File: src/sv/vitd_ram.sv
module vitd_ram #(
    parameter int WIDTH = 8,
    parameter int DEPTH = 16
) (
    input  logic                     clk,
    input  logic                     we,
    input  logic [$clog2(DEPTH)-1:0] waddr,
    input  logic [WIDTH-1:0]         wdata,
    input  logic [$clog2(DEPTH)-1:0] raddr,
    output logic [WIDTH-1:0]         rdata
);

    logic [WIDTH-1:0] mem [DEPTH];
    logic [WIDTH-1:0] rdata_reg;

    always_ff @(posedge clk)
    begin
        if (we)
        begin
            mem[waddr] <= wdata;
        end
        rdata_reg <= mem[raddr];
    end

    assign rdata = rdata_reg;

endmodule

File: config.mk
export PLATFORM = sky130hd
export DESIGN_NAME = vitd_ram
export DESIGN_NICKNAME = d
export VERILOG_FILES = /design/src/sv/vitd_ram.sv
export SDC_FILE = /design/constraint.sdc
export NUM_CORES = 1
export LEC_CHECK = 0
export BUFFER_PORTS_ARGS = -buffer_cell sky130_fd_sc_hd__clkbuf_2
export CORE_ASPECT_RATIO = 0.5
export CORE_UTILIZATION = 35
export DETAILED_ROUTE_END_ITERATION = 10
export HOLD_SLACK_MARGIN = 0.05
export PLACE_DENSITY = 0.59
export SETUP_SLACK_MARGIN = 0.2
export SLEW_MARGIN = 20
export SYNTH_ARGS = -nofsm -noshare
export SYNTH_HDL_FRONTEND = slang
export SYNTH_SLANG_ARGS = --single-unit
File: constraint.sdc
create_clock -name clk -period 2.2 [get_ports clk]
set_input_delay 0.22 -clock clk [delete_from_list [all_inputs] [get_ports clk]]
set_output_delay 0.22 -clock clk [all_outputs]
set_load 0.03 [all_outputs]
---- Yosys cells after proc, flatten, opt, wreduce, memory -nomap -nowiden ----
Memories as Yosys holds them, arrays and structs flattened. A register that Yosys moved wholly into a read port is not among the register bits.
Cells that the tools add are included.
word-level totals
  RAM bits ................................ 128
  memory bits (read-only) ................. 0
  latch bits .............................. 0
  register bits ........................... 0
  memories kept ........................... 1
cells by class
  shift operators ......................... 0
  add/sub/neg operators ................... 0
  reductions and logical operators ........ 0
  $mul .................................... 0
  bitwise operators ....................... 0
  divide/modulo/power cells ............... 0
  magnitude comparators ................... 0
  eq/ne operators ......................... 0
  muxes and demuxes ....................... 2
memories
  name  words  width  read ports  clocked after memory_dff  wr ports  line  source
  mem   16     8      1           1                         1         13    logic [WIDTH-1:0] mem [DEPTH];
operator list
  kind     number
  $mux W1  2

---- Depth between registers and ports, before layout ----
Gate-level depths: netlist of the first run.
  word-level depth ........................ 2
  depth in mapped cells ................... 5
  depth with buffers taken out ............ 3

---- Worst setup path before layout of the first run ----
Ideal clock, no wire load.
  path kind ............................... input to register
  start point ............................. in waddr[2]
  end point ............................... mem mem[0][0], enable pin
  stages .................................. 2
  slack ................................... 487 ps
  data required time ...................... 1817 ps
  arrival time ............................ 1330 ps
  path buffers ............................ 0
  cell sequence ........................... or3b_2 -> nor3_1
RTL lines
  element             line  source
  start: declaration  7     input logic [$clog2(DEPTH)-1:0] waddr,
  end: declaration    13
Straight into the memory's write port.

==> flow_summary_export.csv, run 1 <==
group,metric,value,unit
outcome,status,"finished clean",
critical_path,max_stage_delay,0.50,ns
grt,grt_pass1_wl,15500,microns
clock_tree,cts_max_level,4,
synth,ys.flop_type,"edfxtp_1",
critical_path,r2r-start,"mem[11][4]$_DFFE_PP_",
clock_tree,ctsHoldBuffers,0,
finish,largest_reg_flops,128,
power_and_ir_drop,peakVddDrop,0.652,mV
synth,synthMostInstantiatedCell,"edfxtp_1",
finish,syn_to_final_growth,19.7,%
routing,routed_wl,10100,microns
grt,antenna_found_initial,0,
grt,grt_pass1_vias,2567,
synth,synthTopCellsByCount,"128 x edfxtp_1, 18 x mux4_2, 16 x a22oi_1, 14 x mux4_1, 13 x nor2_1",
clock_tree,cts.sinks,136,
finish,drive_gt1_share,30.3,%
clock_tree,cts_setup_buffers,0,
floorplanning,start_util,36.9,%
clock_tree,cts_resized,0,
floorplanning,rows,30,
timing,finClkSkew,0.00685,ns
critical_path,worstRegToRegCells,3,
floorplanning,fp.dieH,87.8,microns
synth,synth.avg_cell_area,22.5,sq um
critical_path,r2r-end,"rdata[4]$_DFF_P_",
clock_tree,ctsRootBufferMaster,"clkbuf_16",
critical_path,r2r_slack,0.76,ns
critical_path,cp.required,2.47,ns
synth,synth_edf_count,128,
critical_path,critPathLaunch,"mem[11][4]$_DFFE_PP_",
flow_run,cap_violations,0,
timing,fmax,0.694,GHz
synth,yosysTopAreaCellShare,74.7,%
grt,grt_max_degree,33,
power_and_ir_drop,p_leak,2.09,nW
synth,synth_area_leaders,"edfxtp_1 75%, mux4_2 7.9%, mux4_1 7.1%",
critical_path,crit_path_cell_trace,"mux4_1 > a22oi_1 > nand2_1",
routing,detail-route-antenna-nets,0,
timing,setup-tns-final,0,ns
synth,async_reset_ff_share,0,%
power_and_ir_drop,total_power,5.94,mW
timing,hold_violations,0,
timing,timing.final.crit_share,65.5,%
critical_path,crit_type,"reg2reg",
critical_path,cp_max_fo,1,
routing,drt_first_pass_iters,6,
critical_path,startpoint_type,"flop",
synth,netlist.top_cell.by_area,"edfxtp_1",
routing,vias,2463,
place,globalplace.congestion,0.742,
critical_path,crit_path_end_kind,"flop",
critical_path,crit_family,"multiplexers",
synth,synth_cells,229,
synth,syn_nets,247,
clock_tree,cts_tree,"done",
clock_tree,clkTransAtPathRegs,0.05,ns
timing,tightest_slew,0.632,ns
critical_path,critical_path_buf_inv_count,0,
synth,yosysSeqAreaShare,77.8,%
finish,nets,300,
synth,ys_seq_elements,136,
grt,overflow,0,
critical_path,cp-endpoint,"rdata[4]$_DFF_P_",
finish,fill_cells,1178,
critical_path,crit_cells,3,
place,numPortBuffers,25,
place,place_area,5590,sq um
worst_hold_path,min_path_type,"in2reg",
critical_path,crit_slowest_cell,"mux4_1",
timing,rsz0062_at_grt,"false",
floorplanning,placeableCoreArea,14000,sq um
timing,maxSlewHeadroom,57.7,%
floorplanning,die-area,15200,sq um
floorplanning,die_w,174,microns
floorplanning,io_pins,26,
timing,setup_viol,0,
clock_tree,numCtsBuffers,17,
timing,period_minus_slack,1.44,ns
synth,yosysWarnings,0,
place,dpl.hpwl,6360,microns
clock_tree,clk_path_buf_depth,2,
power_and_ir_drop,powerDensity,964,nW/um^2
routing,routed_via_density,5.07,
routing,drcViolationCount,0,
timing,slew_viol_final,0,
clock_tree,clk_latency,0.41,ns
critical_path,cp.arrival,1.71,ns
finish,fin_area,6160,sq um
grt,grt_use_total,14.5,%
synth,ys_types,19,
finish,antenna_cells,0,
routing,wire_per_inst,20.9,microns
routing,drt_iter0_markers,220,
synth,netlist_area,5150,sq um
worst min path at each step:
stage	slack [ns]	start	depth (start not counted)	to
2_1_floorplan	0.32	wdata[0]	0	mem[0][0]$_DFFE_PP_
3_3_place_gp	0.62	wdata[6]	1	mem[0][6]$_DFFE_PP_
3_5_place_dp	0.67	rdata[6]$_DFF_P_	1	rdata[6]
4_1_cts	0.25	wdata[6]	1	mem[7][6]$_DFFE_PP_
5_1_grt	0.28	wdata[6]	1	mem[10][6]$_DFFE_PP_
6_report	0.24	wdata[6]	1	mem[7][6]$_DFFE_PP_
cell families after synthesis:
logic type / Yosys count / synth area share (%)
buffers and inverters: 10 / 1.68
AND/OR/NAND/NOR: 35 / 3.18
flip-flops: 136 / 77.8
AO/OA/AOI/OAI: 16 / 2.33
multiplexers: 32 / 15.0
metal layers:
layer,GRT usage (%),part of all wire (%),up-vias
met5,0,0,-
met4,5.95,1.1,0
met3,4.30,7.6,8
met2,21.8,47,99
met1,20.1,45,1277
li1,-,-,1079
placed cells by master, fill, tap and decap left out:
cell / Yosys / layout
a22oi_1: 16 / 16
and2_1: 1 / 1
and2b_1: 1 / 1
buf_12: 0 / 2
buf_4: 1 / 17
bufinv_16: 0 / 3
clkbuf_1: 0 / 3
clkbuf_16: 0 / 17
clkbuf_2: 0 / 25
clkinv_1: 0 / 2
clkinv_2: 0 / 5
clkinv_4: 0 / 1
dfxtp_1: 8 / 8
edfxtp_1: 128 / 128
mux4_1: 14 / 14
mux4_2: 18 / 18
nand2_1: 9 / 9
nand2b_1: 2 / 2
nand3_1: 1 / 1
nand3b_1: 2 / 2
nor2_1: 13 / 13
nor2b_1: 1 / 1
nor3_1: 4 / 4
or3b_2: 1 / 1
where the power goes:
group	total [mW]	internal, mW	leakage (nW)	switching (mW)
combinational	0.303	0.116	0.584	0.187
sequential	2.92	2.90	1.22	0.0176
clock	2.72	1.76	0.282	0.966
total	5.94	4.77	2.09	1.17
cell type report:
cell class                      count  area (sq um)  share of cell area (%)
Clock buffer                       20           437                    7.09
Clock inverter                     11           131                    2.13
Multi-Input combinational cell     83          1060                    17.2
Sequential cell                   136          4000                    65.0
Tap cell                          192           240                    3.90
Timing Repair Buffer               44           293                    4.75
through the flow:
step                hold slack [ns]  cells  worst slack [ns]  util, %
global route                  0.278    486             0.703     44.1
CTS                           0.248    486             0.752     44.1
finish                        0.240    486             0.759     44.1
floorplan                     0.319    229             0.487        -
detailed placement            0.669    455             0.401     40.1
global placement              0.616    455             0.418     40.1
worst register-to-register path, delay by kind of cell (launching register included):
| family | cells | cell delay [ns] |
|---|---|---|
| multiplexers | 1 | 0.50 |
| flip-flops | 1 | 0.37 |
| AO/OA/AOI/OAI | 1 | 0.35 |
| AND/OR/NAND/NOR | 1 | 0.10 |
Power figures use the tool's default switching activity.
==> run 2, diff against run 1 <==
ABC_AREA = 1   (was not set)
clock period = 1.4 ns   (was 2.2 ns; I/O delays follow)
==> run 2 against run 1 <==
Net effect:
- register-to-register slack worse by 0.39 ns
- sequential power up 57%
- power is 67% higher
- clock power increased by 73%
- non-clock buffer count is 6 higher
- via count is 55% higher
- largest power group is now the clock network
==> flow_summary_export.csv, run 2 <==
group,metric,value,unit
routing,routed_wl,13200,microns
flow_run,cap_violations,0,
clock_tree,clk_path_buf_depth,2,
timing,fmax,0.858,GHz
timing,period_minus_slack,1.17,ns
outcome,status,"finished clean",
timing,finClkSkew,0.00859,ns
synth,synthMostInstantiatedCell,"nand2_1",
synth,yosysTopAreaCellShare,66.7,%
timing,setup-tns-final,0,ns
routing,vias,3817,
clock_tree,cts_tree,"done",
finish,syn_to_final_growth,19.5,%
critical_path,max_stage_delay,0.38,ns
finish,fin_area,6890,sq um
critical_path,startpoint_type,"flop",
finish,fill_cells,1411,
clock_tree,ctsHoldBuffers,0,
place,globalplace.congestion,0.762,
power_and_ir_drop,pwr-share-clk,47.4,%
critical_path,r2r-end,"rdata[6]$_DFF_P_",
critical_path,cp_max_fo,1,
place,place_ws,0.167,ns
timing,maxSlewHeadroom,72.2,%
power_and_ir_drop,total_power,9.92,mW
grt,grt_max_degree,37,
grt,overflow,0,
synth,synth.avg_cell_area,10.5,sq um
clock_tree,cts.sinks,136,
timing,tightest_slew,0.417,ns
synth,ys_types,12,
floorplanning,fp.dieH,92.8,microns
critical_path,r2r_slack,0.37,ns
critical_path,crit_path_cell_trace,"clkbuf_2",
critical_path,cp.required,1.26,ns
finish,antenna_cells,0,
synth,syn_nets,569,
synth,netlist_area,5770,sq um
critical_path,worstRegToRegCells,6,
critical_path,crit_family,"flip-flops",
timing,timing.final.crit_share,83.3,%
critical_path,crit_type,"reg2out",
synth,synth_area_leaders,"edfxtp_1 67%, nand2_1 11%, nand3_1 8.4%",
finish,nets,614,
critical_path,crit_path_end_kind,"output port",
finish,final_cell_mix,"173 x nand2_1, 128 x edfxtp_1, 100 x inv_1",
synth,synthTopCellsByCount,"173 x nand2_1, 128 x edfxtp_1, 100 x inv_1, 97 x nand3_1, 17 x nor2_1",
worst_hold_path,min_path_type,"in2reg",
routing,drt_iter0_markers,281,
synth,ys.flop_type,"edfxtp_1",
clock_tree,cts_resized,0,
place,dpl.hpwl,8080,microns
timing,slew_viol_final,0,
clock_tree,ctsRootBufferMaster,"clkbuf_16",
clock_tree,cts_setup_buffers,0,
timing,worst_slack,0.234,ns
floorplanning,rows,32,
synth,yosysSeqAreaShare,69.4,%
finish,post-route-util,43.8,%
routing,drt_first_pass_iters,4,
power_and_ir_drop,seqPwrFrac,46.2,%
power_and_ir_drop,peakVddDrop,0.739,mV
floorplanning,placeableCoreArea,15700,sq um
power_and_ir_drop,powerDensity,1440,nW/um^2
critical_path,critical_path_buf_inv_count,1,
timing,rsz0062_at_grt,"false",
clock_tree,numCtsBuffers,17,
floorplanning,io_pins,26,
finish,largest_reg_flops,128,
clock_tree,clk_latency,0.41,ns
floorplanning,die-area,17000,sq um
worst_hold_path,whs_path_depth,3,
power_and_ir_drop,pwr-share-comb,6.3,%
finish,multi_input_area,1210,sq um
place,numPortBuffers,25,
synth,synth_edf_count,128,
routing,wire_per_inst,15.9,microns
routing,detail-route-antenna-nets,0,
power_and_ir_drop,p_leak,2.98,nW
routing,drcViolationCount,0,
grt,grt_pass1_vias,3643,
grt,grt_use_total,16.9,%
critical_path,crit_slowest_cell,"dfxtp_1",
clock_tree,cts_max_level,4,
power_and_ir_drop,swShare,22.0,%
synth,synth_cells,551,
power_and_ir_drop,p_int,7.74,mW
floorplanning,die_w,184,microns
synth,async_reset_ff_share,0,%
worst_hold_path,hold_path_end,"rdata[4]$_DFF_P_",
clock_tree,clkTransAtPathRegs,0.06,ns
grt,antenna_found_initial,0,
grt,grt_pass1_wl,20600,microns
critical_path,r2r-start,"mem[1][6]$_DFFE_PP_",
finish,regArea,4000,sq um
routing,routed_via_density,4.60,
synth,netlist.top_cell.by_area,"edfxtp_1",
timing,setup_viol,0,
timing,hold_violations,0,
place,place_area,6260,sq um
critical_path,cp.arrival,1.03,ns
finish,layout_commonest_cell,"nand2_1",
floorplanning,start_util,36.6,%
worst_hold_path,hp-start,"raddr[3]",
synth,ys_seq_elements,136,
finish,drive_gt1_share,13.6,%
synth,yosysWarnings,0,
power_and_ir_drop,switching_power,2.18,mW
run 2: cell types whose count changed in the layout (fill, tap and decap cells not counted), moves of 4 or more:
cell	previous run	this run
nand2_1	9	173
inv_1	0	100
nand3_1	1	97
mux4_2	18	0
a22oi_1	16	0
mux4_1	14	0
buf_12	2	6
clkinv_4	1	5
nor2_1	13	17
nor3_1	4	0
run 2: area by class of cell:
| cell class | count | area share (%) |
|---|---|---|
| multi-input cells | 289 | 17.6 |
| repair buffers | 50 | 5.63 |
| inverters | 102 | 5.55 |
| well taps | 221 | 4.01 |
| clock buffers | 18 | 6.23 |
| flip-flops and latches | 136 | 58.1 |
| clock inverters | 14 | 2.89 |
run 2: worst max path at each step:
stage	start	to	slack [ns]	depth (start not counted)
after floorplan	waddr[2]	mem[10][0]$_DFFE_PP_	0.31	2
after global placement	raddr[0]	rdata[6]$_DFF_P_	0.18	8
after detailed placement	raddr[0]	rdata[6]$_DFF_P_	0.17	8
after CTS	rdata[7]$_DFF_P_	rdata[7]	0.22	1
after global routing	rdata[7]$_DFF_P_	rdata[7]	0.22	1
final	rdata[7]$_DFF_P_	rdata[7]	0.23	1
run 2: power by group through the flow:
stage                     registers, mW  clock network (mW)  logic [mW]
after floorplan                    4.71                   0       0.321
after global placement             4.67                   0       0.627
after detailed placement           4.67                   0       0.630
after CTS                          4.59                4.75       0.637
after global routing               4.59                4.95       0.695
final                              4.59                4.70       0.629
run 2: cells by family after synthesis:
logic type	share of synthesized area, %
buffers and inverters	9.52
and+or+nand+nor	21.0
DFF	69.4
run 2: per-stage QoR:
step                cells  hold WS (ns)
floorplan             551         0.239
global placement      798         0.566
detailed placement    798         0.577
CTS                   830         0.145
global route          830         0.167
finish                830         0.149
run 2: layer usage:
layer	vias to the layer above	part of all wire, %	GRT usage, %
met5	-	0	0
met2	131	50	27.6
li1	1866	-	-
met4	0	1.8	7.57
met1	1804	41	21.6
met3	16	7.5	3.66
==> run 3, diff against run 2 <==
PLACE_DENSITY = 0.61   (was 0.59)
clock period = 1 ns   (was 1.4 ns; I/O delays follow)
==> run 3 against run 2 <==
Net effect:
- combinational power is 84% higher
- design area is 9.1% higher
- via count grew 3.0%
- wire length up 6.9%
- sequential power is 40% higher
- critical path depth unchanged
- register-to-register slack lost 0.33 ns
- utilization increased by 4.0 points
- clock skew fell by 0.0011 ns
- clock-buffer cell count fell by 1
- first-iteration DRC count grew 17%
- non-clock buffer count grew 3
==> flow_summary_export.csv, run 3 (synthesized netlist as in run 2, its figures left out) <==
group,metric,value,unit
timing,fin_hold_ws,0.128,ns
clock_tree,cts_tree,"done",
timing,rsz0062_at_grt,"true",
clock_tree,clk_path_buf_depth,2,
place,globalplace.congestion,0.834,
clock_tree,ctsHoldBuffers,0,
floorplanning,io_pins,26,
routing,drcViolationCount,0,
timing,maxSlewHeadroom,67.0,%
power_and_ir_drop,swShare,21.2,%
finish,antenna_cells,0,
timing,hold_violations,0,
place,numPortBuffers,25,
finish,drive_gt1_share,29.8,%
clock_tree,cts.sinks,136,
finish,final_cell_mix,"158 x nand2_1, 128 x edfxtp_1, 97 x inv_1",
timing,setup_viol,0,
power_and_ir_drop,pwr-share-clk,48.8,%
grt,grt_use_total,17.7,%
routing,wire_per_inst,16.9,microns
grt,grt_pass1_vias,3800,
power_and_ir_drop,seqPwrFrac,43.4,%
critical_path,crit_slowest_cell,"dfxtp_2",
floorplanning,die_w,184,microns
power_and_ir_drop,powerDensity,1970,nW/um^2
power_and_ir_drop,pwr-share-comb,7.8,%
clock_tree,ctsRootBufferMaster,"clkbuf_16",
place,place_ws,-0.225,ns
critical_path,crit_path_end_kind,"output port",
grt,antenna_found_initial,0,
critical_path,cp_max_fo,1,
timing,finClkSkew,0.00749,ns
flow_run,cap_violations,0,
routing,routed_via_density,4.72,
worst_hold_path,whs_path_depth,4,
critical_path,r2r-start,"mem[9][6]$_DFFE_PP_",
clock_tree,clk_latency,0.42,ns
timing,fmax,1.02,GHz
critical_path,crit_path_cell_trace,"buf_8",
critical_path,max_stage_delay,0.34,ns
critical_path,startpoint_type,"flop",
finish,fill_cells,1366,
routing,drt_iter0_markers,330,
place,place_area,6420,sq um
routing,routed_wl,14100,microns
clock_tree,cts_max_level,4,
critical_path,cp.arrival,0.88,ns
power_and_ir_drop,peakVddDrop,0.987,mV
critical_path,critical_path_buf_inv_count,1,
worst_hold_path,hold_path_end,"rdata[2]$_DFF_P_",
routing,drt_first_pass_iters,5,
grt,grt_pass1_wl,21900,microns
grt,grt_max_degree,41,
timing,worst_slack,0.0214,ns
critical_path,r2r_slack,0.04,ns
place,dpl.hpwl,8690,microns
timing,period_minus_slack,0.979,ns
critical_path,crit_family,"flip-flops",
floorplanning,rows,32,
floorplanning,fp.dieH,92.8,microns
timing,timing.final.crit_share,97.9,%
power_and_ir_drop,p_int,11.7,mW
worst_hold_path,hp-start,"raddr[3]",
critical_path,crit_type,"reg2out",
finish,largest_reg_flops,128,
floorplanning,die-area,17000,sq um
outcome,status,"finished clean",
finish,nets,617,
finish,syn_to_final_growth,30.4,%
worst_hold_path,min_path_type,"in2reg",
clock_tree,numCtsBuffers,17,
finish,layout_commonest_cell,"nand2_1",
routing,detail-route-antenna-nets,0,
critical_path,r2r-end,"rdata[6]$_DFF_P_",
critical_path,cp.required,0.90,ns
floorplanning,start_util,36.6,%
power_and_ir_drop,p_leak,3.16,nW
power_and_ir_drop,switching_power,3.15,mW
floorplanning,placeableCoreArea,15700,sq um
grt,overflow,0,
timing,slew_viol_final,0,
critical_path,worstRegToRegCells,6,
routing,vias,3931,
clock_tree,clkTransAtPathRegs,0.05,ns
finish,fin_area,7520,sq um
timing,tightest_slew,0.494,ns
run 3: cell types whose count changed in the layout (fill, tap and decap cells not counted), sizes merged:
| cell | previous run | this run |
|---|---|---|
| clkbuf | 43 | 34 |
| clkinv | 7 | 4 |
| clkinvlp | 1 | 3 |
| bufinv | 4 | 7 |
| buf | 25 | 36 |
| inv | 104 | 102 |
run 3: worst max path at each step:
stage,slack (ns),start,end,depth (start not counted)
floorplan,0.03,waddr[2],mem[10][0]$_DFFE_PP_,2
global placement,-0.22,raddr[0],rdata[1]$_DFF_P_,8
detailed placement,-0.22,raddr[0],rdata[1]$_DFF_P_,8
CTS,-0.008,rdata[2]$_DFF_P_,rdata[2],1
global route,-0.009,rdata[3]$_DFF_P_,rdata[3],1
finish,0.02,rdata[4]$_DFF_P_,rdata[4],1
run 3: final cells by class:
| class | instances | area [sq um] | share of cell area, % |
|---|---|---|---|
| Tap cell | 221 | 277 | 3.68 |
| Sequential cell | 136 | 4010 | 53.4 |
| Timing Repair Buffer | 53 | 515 | 6.86 |
| Inverter | 102 | 383 | 5.09 |
| Clock buffer | 17 | 425 | 5.66 |
| Multi-Input combinational cell | 289 | 1650 | 21.9 |
| Clock inverter | 14 | 254 | 3.38 |
run 3: per-layer routing:
layer / share of wire [%] / vias up / track usage [%]
li1: - / 1875 / -
met1: 49 / 1926 / 25.3
met2: 45 / 111 / 26.4
met3: 4.3 / 19 / 3.89
met4: 1.8 / 0 / 6.18
met5: 0 / - / 0
run 3: stage by stage:
stage | total power, mW | TNS, ns | std cells | util (%)
floorplan | 7.08 | 0 | 551 | -
global placement | 7.48 | -17.80 | 800 | 40.8
detailed placement | 7.49 | -19.53 | 800 | 40.8
CTS | 14.8 | -0.0250 | 831 | 47.1
global route | 15.2 | -0.0260 | 832 | 47.8
finish | 14.8 | 0 | 832 | 47.8
run 3: power groups by stage:
stage               Sequential (mW)  Clock, mW  Combinational (mW)
floorplan                      6.60          0               0.484
global placement               6.53          0               0.955
detailed placement             6.53          0               0.961
CTS                            6.43       7.27                1.11
global route                   6.44       7.52                1.24
finish                         6.43       7.23                1.16
run 3: what timing repair did:
action                                  4_1_cts  5_1_grt
pin swaps                                    25       12
endpoints found under the setup margin       16       28
buffers inserted                              0        1
resized for setup                            71       31
hold endpoints to repair                      0        0
